**config.mk**
```make
export PLATFORM = sky130hd
export DESIGN_NAME = pru_queue
export DESIGN_NICKNAME = d
export VERILOG_FILES = /design/src/sv/pru_pkg.sv /design/src/sv/pru_queue.sv
export SDC_FILE = /design/constraint.sdc
export NUM_CORES = 1
export LEC_CHECK = 0
export CORE_UTILIZATION = 40
export DETAILED_ROUTE_END_ITERATION = 8
export DONT_BUFFER_PORTS = 1
export GPL_TIMING_DRIVEN = 0
export PLACE_DENSITY = 0.59
export SYNTH_ARGS = -nofsm -noshare
export SYNTH_HDL_FRONTEND = slang
export SYNTH_SLANG_ARGS = --single-unit
```
**constraint.sdc**
```tcl
create_clock -name clk_i -period 1.8 [get_ports clk_i]
set_clock_uncertainty 0.15 [all_clocks]
set_input_delay 0.18 -clock clk_i [delete_from_list [all_inputs] [get_ports clk_i]]
set_output_delay 0.18 -clock clk_i [all_outputs]
set_load 0.05 [all_outputs]
```
**src/sv/pru_pkg.sv**
```systemverilog
// ----------------------------------------------------------------------------
// Pixel replication upscaler package
// Shared types and constants for the upscaler front end, queue and top level.
// ----------------------------------------------------------------------------
package pru_pkg;

  localparam int unsigned PixW    = 24;
  localparam int unsigned ScaleW  = 7;
  localparam int unsigned InWidW  = 12;
  localparam int unsigned RowsW   = 16;
  localparam int unsigned CfgIdxW = 2;
  localparam int unsigned CfgW    = 16;
  localparam int unsigned PadW    = 2;

  // Largest replication factor; larger settings are clamped to it.
  localparam logic [ScaleW-1:0] ScaleMax = ScaleW'(100);

  // Configuration register indexes.
  localparam logic [CfgIdxW-1:0] CfgScale   = 2'd0;
  localparam logic [CfgIdxW-1:0] CfgInWidth = 2'd1;
  localparam logic [CfgIdxW-1:0] CfgInRows  = 2'd2;

  // One result word per accepted input word.
  typedef struct packed {
    logic            taken;
    logic            out_valid;
    logic [PixW-1:0] pix;
    logic            row_end;
    logic [PadW-1:0] pad;
    logic            frame_end;
  } res_t;

endpackage

```
**src/sv/pru_queue.sv**
```systemverilog
// ----------------------------------------------------------------------------
// Upscaler result queue
// Small FIFO between the front end and the output port; reports its fill
// level so the front end can hold off while results back up.
// ----------------------------------------------------------------------------
module pru_queue import pru_pkg::*; #(
  parameter int unsigned DEPTH = 4
) (
  input  logic                       clk_i,
  input  logic                       rst_ni,
  input  logic                       push_i,
  input  res_t                       push_data_i,
  input  logic                       pop_i,
  output logic                       not_empty_o,
  output res_t                       head_o,
  output logic [$clog2(DEPTH+1)-1:0] count_o
);

  localparam int unsigned PtrW = $clog2(DEPTH);
  localparam int unsigned CntW = $clog2(DEPTH + 1);

  res_t            buf_q [DEPTH];
  logic [PtrW-1:0] wr_ptr_q, rd_ptr_q;
  logic [CntW-1:0] count_q;

  always_ff @(posedge clk_i or negedge rst_ni) begin
    if (!rst_ni) begin
      wr_ptr_q <= '0;
      rd_ptr_q <= '0;
      count_q  <= '0;
    end else begin
      if (push_i) begin
        wr_ptr_q <= (wr_ptr_q == PtrW'(DEPTH - 1)) ? '0 : wr_ptr_q + PtrW'(1);
      end
      if (pop_i) begin
        rd_ptr_q <= (rd_ptr_q == PtrW'(DEPTH - 1)) ? '0 : rd_ptr_q + PtrW'(1);
      end
      count_q <= count_q + CntW'(push_i) - CntW'(pop_i);
    end
  end

  always_ff @(posedge clk_i) begin
    if (push_i) begin
      buf_q[wr_ptr_q] <= push_data_i;
    end
  end

  assign not_empty_o = (count_q != '0);
  assign head_o      = buf_q[rd_ptr_q];
  assign count_o     = count_q;

endmodule

```
==> After elaboration in Yosys (flattened, before gate mapping) <==
Memory sizes are Yosys's and may differ from the RTL's.
Cells that the tools add are included.
{ "classes": {"n_addsub": 4, "n_eq_ne": 2, "muxes": 4, "n_reduce_logical": 1} }
{ "op_table": {"columns": ["op", "n"], "rows": [
  ["2-bit by 1-bit adder with 2-bit output, second input constant", 2],
  ["2-bit equality test, second input constant", 2],
  ["2-bit two-way mux", 2],
  ["3-bit by 1-bit adder with 3-bit output", 1],
  ["3-bit nonzero test", 1],
  ["3-bit by 1-bit subtractor with 3-bit output", 1],
  ["1-bit two-way mux", 2]
]} }
{ "totals": {"regBits": 7, "ramBits": 120, "input_bits": 34, "out_inout_bits": 34, "wordCells": 15, "mem_count": 1} }
{ "mem_list": {"columns": ["name", "words", "word_bits", "rd", "rd_ports_with_merged_regs", "wr", "line", "text"], "rows": [
  ["buf_q", 4, 30, 1, 0, 1, "pru_queue.sv:22", "res_t buf_q [DEPTH];"]
]} }

==> Longest topological paths before layout <==
Gate-level depths: netlist of run 1.
{ "depth": {"ltp_word": 2, "ltp_mapped": 8, "depth_no_buf": 8} }

==> Worst setup path after synthesis of run 1 <==
No wires, ideal clock.
{ "synth_path": {"path_type": "register to register", "start": "register count_q[0], in the netlist count_o[0]", "end": "register count_q[2], in the netlist count_o[2]", "setup_ps": 141, "t_arrival_ps": 1825, "required_time_ps": 1509, "path_slack_ps": -316, "stages_incl_launch_ff": 9, "n_path_buf": 0, "period_less_slack_ps": 2116, "cell_sequence": "dfrtp_1 > inv_1 > ha_1 > inv_1 > ha_1 > inv_1 > fa_1 > xnor2_1 > xnor2_1"} }
{ "synth_via": {"elab_chain_cells": 2} }
{ "synth_rtl": {"columns": ["element", "line", "text"], "rows": [
  ["start, declared", "pru_queue.sv:24", "logic [CntW-1:0] count_q;"],
  ["start signal, assigned", "pru_queue.sv:38", "count_q <= count_q + CntW'(push_i) - CntW'(pop_i);"],
  ["3-bit by 1-bit adder with 3-bit output", "pru_queue.sv:38", null],
  ["3-bit by 1-bit subtractor with 3-bit output", "pru_queue.sv:38", null]
]} }
No other way between the ends.
A chain may end at the register's enable or synchronous reset.

==> flow_metrics.tcl, run 1 <==
set metrics [dict create \
    multi_input_area_um2 931 \
    grt_pass1_wl_um 11900 \
    r2r_end "count_o[2]" \
    end_kind "output pin" \
    vias 2010 \
    worst_setup_path_start_kind "flop" \
    die_y_um 111 \
    dp_hpwl_um 4290 \
    fmax_mhz 469 \
    core-area_um2 11500 \
    hold_viol_final 0 \
    regArea_um2 3780 \
    intPower_mw 6.98 \
    critical_path.max_fanout 10 \
    rsz0062_at_grt "yes" \
    avgRoutedWirePerCell_um 19.5 \
    syn-num-nets 234 \
    synth_area_per_cell_um2 24.9 \
    num_antenna_cells 0 \
    fp.dieW_um 111 \
    pre_cts_ws_ns -0.224 \
    ys_ff_latch 127 \
    reg2reg_depth 8 \
    report.final.slew_viol_count 0 \
    htreeDepth 4 \
    p_leak_nw 1.98 \
    power_switching_mw 4.18 \
    synthMuxAreaShare 0.148 \
    antenna_found_initial 0 \
    synth_warnings 0 \
    clk_pin_slew_ns 0.06 \
    clock_latency_ns 0.41 \
    power_frac_comb 0.354 \
    grt_max_degree 31 \
    setup_slack_ns -0.332 \
    min_period_ns 2.13 \
    outcome "finished, violations left" \
    ff2ff_setup_slack_ns -0.15 \
    cts_max_path_buffers 2 \
    viasPerCell 4.95 \
    ioPinCount 68 \
    cts.sinks 127 \
    drt_iter0_drc 122 \
    stdcell_area_um2 5950 \
    maxCapViolCount 0 \
    synthDistinctLibCells 18 \
    vdd_drop_max_mv 1.00 \
    drc 16 \
    overflow 0 \
    io_buffer_count 0 \
    cts_made_buffers 17 \
    critPathKind "reg2out" \
    final_nets 292 \
    antenna_left 0 \
    yosysTopAreaCellShare 0.755 \
    worstHoldPathType "in2reg" \
    synth_top_area_cell "edfxtp_1" \
    final_common_cell "edfxtp_1" \
    drt_wl_total_um 7910 \
    finalCritPeriodShare 1.18 \
    final_cell_mix "edfxtp_1 (120), dlygate4sd3_1 (34), mux4_2 (30)" \
    syn_inst 192 \
    cts_tree "built" \
    synthTopCellsByArea "edfxtp_1 (75%), mux4_2 (13%), dfrtp_1 (3.7%)" \
    finalSetupViolCount 32 \
    relSlewSlack 0.665 \
    synth.cell_area_um2 4780 \
    worst_slew_pin_slew_ns 0.503 \
    swShare 0.375 \
    synth_simple_gate_area_share 0.00996 \
    rows 39 \
    die_area_um2 12400 \
    fill_cells 915 \
    fin_setup_tns_ns -9.12 \
    place.gp.congestion 0.650 \
    powerDensity_nw_per_um2 1880 \
    r2r_start "count_o[0]" \
    synth_fa_ha_area_frac 0.0225 \
    cts_root_buf "clkbuf_16" \
    start_util 0.415 \
    synth_compound_area_frac 0.00210 \
    worstSetupEndpoint "head_o[4]" \
    first_global_vias 2115 \
    power.total_mw 11.2 \
    firstDrtPassIters 6 \
    holdWs_ns 0.114 \
    placed_area_um2 4960 \
    synth_top_family_by_area "multiplexers" \
    ys_seq_area_frac 0.791 \
    grt_usage 0.139 \
    seqPwrFrac 0.368 \
    drive_gt1_frac 0.335 \
    synth_xor_area_frac 0.00367 \
    crit_required_ns 1.47 \
    crit_arrival_ns 1.80 \
    violations "DRC, setup timing" \
    areaGrowthSynthToFinish_pct 24.5 \
    startpoint "rd_ptr_q[0]" \
    clock_power_share 0.278 \
]
stage by stage:
stage / utilization / instances
after floorplan: - / 192
after global placement: 0.431 / 335
after detailed placement: 0.431 / 335
after CTS: 0.512 / 402
after global routing: 0.517 / 406
final: 0.517 / 406
final cells by class:
class / instances / area share
sequential: 127 / 0.636
tap: 143 / 0.0301
timing repair buffer: 39 / 0.0665
buffer: 7 / 0.0149
clock buffer: 19 / 0.0728
clock inverter: 13 / 0.0196
inverter: 6 / 0.00379
multi-input combinational: 52 / 0.156
worst min path at each step:
stage	start	to	slack [ns]	cells after the start
floorplan	rst_ni	count_o[0]	-0.27	0
global placement	rst_ni	wr_ptr_q[1]	-0.27	0
detailed placement	rst_ni	wr_ptr_q[1]	-0.27	0
CTS	push_i	buf_q[1][23]	0.11	1
global route	push_i	buf_q[1][23]	0.12	1
finish	push_i	buf_q[1][23]	0.11	1
cell families after synthesis:
kind of cell / Yosys count
xor+xnor: 2
buf+inv: 13
mux: 32
simple gates: 8
compound gates: 2
fa+ha+maj: 8
flops: 127
critical path, stage by stage (launching register included):
cell     delay (ns)
dfrtp_1        0.36
buf_6          0.17
buf_12         0.17
mux4_2         0.68
state kept, by name (all words and copies together) (netlist names):
| register | cells |
|---|---|
| buf_q | 120 |
| rd_ptr_q | 2 |
| count_o | 3 |
| wr_ptr_q | 2 |
Yosys cell counts, drive strengths merged:
cell type / count
xnor2: 2
edfxtp: 120
dfrtp: 7
or3: 1
nand2: 1
mux4: 30
or3b: 1
o21ai: 2
ha: 7
nor2: 1
fa: 1
buf: 7
and2: 4
inv: 6
mux2: 2
timing repair:
item                                    4_1_cts  5_1_grt
hold endpoints to repair                    133        0
endpoints found under the setup margin      153       33
hold buffers                                 34        0
resized for setup                            17        0
pin swaps                                     3        1
gates cloned                                  0        1
setup buffers                                 1        3
power by group through the flow:
stage / Combinational (mW) / Clock (mW) / Sequential [mW]
after floorplan: 3.24 / 0 / 4.10
after global placement: 3.68 / 0 / 4.15
after detailed placement: 3.71 / 0 / 4.16
after CTS: 3.92 / 3.18 / 4.11
after global routing: 4.15 / 3.29 / 4.15
final: 3.95 / 3.10 / 4.11
layer usage:
layer | track usage | part of all wire | up-vias
li1 | - | - | 923
met1 | 0.169 | 0.45 | 1024
met2 | 0.213 | 0.48 | 58
met3 | 0.0607 | 0.058 | 5
met4 | 0.0703 | 0.011 | 0
met5 | 0 | 0 | -
No activity file was read; power rests on OpenSTA's default activity.
==> run 2, diff against run 1 <==
- PLACE_DENSITY: 0.59 -> not set
- PLACE_DENSITY_LB_ADDON: not set -> 0.12
==> flow_metrics.tcl, run 2 (synthesis gave the netlist of run 1 again) <==
set metrics [dict create \
    die_area_um2 12400 \
    rsz0062_at_grt "yes" \
    clk_pin_slew_ns 0.05 \
    use_met3 0.0487 \
    dp_hpwl_um 4720 \
    report.final.slew_viol_count 0 \
    cts_made_buffers 17 \
    grt_pass1_wl_um 12700 \
    first_global_vias 2385 \
    avgRoutedWirePerCell_um 20.0 \
    finalSetupViolCount 32 \
    final_nets 290 \
    drt_wl_total_um 8070 \
    fp.dieW_um 111 \
    drt_iter0_drc 97 \
    outcome "finished, violations left" \
    worstHoldPathType "in2reg" \
    fin_setup_tns_ns -8.14 \
    start_util 0.415 \
    antenna_left 0 \
    end_kind "output pin" \
    min_period_ns 2.08 \
    cts.sinks 127 \
    violations "DRC, setup timing" \
    firstDrtPassIters 6 \
    core-area_um2 11500 \
    num_antenna_cells 0 \
    final_cell_mix "edfxtp_1 (120), dlygate4sd3_1 (34), mux4_2 (30)" \
    htreeDepth 4 \
    grt-busiest-layer "met2" \
    overflow 0 \
    final_util 0.520 \
    cp_slowest_cell "mux4_2" \
    critical_path.max_fanout 10 \
    crit_arrival_ns 1.75 \
    relSlewSlack 0.665 \
    worst_slew_pin_slew_ns 0.503 \
    use_met1 0.159 \
    place.gp.congestion 0.710 \
    largest-register "buf_q" \
    drc 10 \
    clock_latency_ns 0.40 \
    critPathKind "reg2out" \
    ff2ff_setup_slack_ns -0.16 \
    drive_gt1_frac 0.349 \
    use_met2 0.248 \
    maxCapViolCount 0 \
    worst_setup_path_start_kind "flop" \
    cts_root_buf "clkbuf_16" \
    die_y_um 111 \
    io_buffer_count 0 \
    crit_chain "buf_6 > buf_12 > mux4_2" \
    p_leak_nw 2.01 \
    areaGrowthSynthToFinish_pct 25.5 \
    vias 2062 \
    hold_viol_final 0 \
    holdWs_ns 0.127 \
    fmax_mhz 481 \
    vdd_drop_max_mv 1.30 \
    pre_cts_ws_ns -0.269 \
    largest_register_ffs 120 \
    powerDensity_nw_per_um2 1920 \
    grt_usage 0.143 \
    finalCritPeriodShare 1.16 \
    rows 39 \
    cts_tree "built" \
    setup_slack_ns -0.280 \
    antenna_found_initial 0 \
    cts_max_path_buffers 2 \
    grt_max_degree 31 \
    viasPerCell 5.10 \
    critical-path-max-stage-delay_ns 0.68 \
    crit_required_ns 1.47 \
    ioPinCount 68 \
    final_common_cell "edfxtp_1" \
]
[run 2: cell types whose count changed in the layout (fill, tap and decap cells not counted), moves of 2 or more]
cell        delta
clkinv_2       +3
bufinv_16      +3
clkinvlp_4     -2
clkbuf_1       -2
[run 2: worst paths after layout]
path                             startpoint  cells after the start      endpoint
min in group asynchronous            rst_ni                      2    count_o[1]
worst max-delay path            rd_ptr_q[0]                      3    head_o[18]
max in group asynchronous            rst_ni                      2    count_o[1]
worst max register to register   count_o[0]                      8    count_o[2]
worst min-delay path                 push_i                      1  buf_q[3][26]
worst min register to register  wr_ptr_q[1]                      2   wr_ptr_q[1]
[run 2: per-layer routing]
layer / up-vias / share of wire
li1: 916 / -
met1: 1079 / 0.39
met2: 57 / 0.54
met3: 10 / 0.056
met4: 0 / 0.013
met5: - / 0
[run 2: critical path: cells and delay by family, from the launching register on]
family	cells	cell delay (ns)
flip-flops	1	0.36
multiplexers	1	0.68
buffers and inverters	2	0.31
[run 2: area by class of cell]
class / count / area (um2)
plain buffers: 7 / 88.8
flip-flops and latches: 127 / 3790
fillers: 899 / 5520
repair buffers: 37 / 363
well taps: 143 / 179
clock inverters: 15 / 194
clock buffers: 17 / 425
inverters: 6 / 25.0
multi-input cells: 52 / 931
[run 2: power breakdown]
part | total (mW) | internal [mW] | switching, mW
registers | 4.14 | 3.83 | 0.309
logic | 3.87 | 1.22 | 2.65
clock network | 3.51 | 2.31 | 1.20
[run 2: repair_timing]
action	in CTS	in global routing
cloned	0	0
setup buffers	3	0
hold buffers	34	0
endpoints found under the setup margin	153	32
endpoints found under the hold margin	133	0
gates resized for setup	20	1
pin swaps	5	1
[run 2: through the flow]
step           cell area [um2]  total power [mW]  std cells
2_1_floorplan             4780              7.35        192
3_3_place_gp              4960              7.75        335
3_5_place_dp              4960              7.86        335
4_1_cts                   5990              11.6        404
5_1_grt                   5990              12.0        404
6_report                  5990              11.5        404
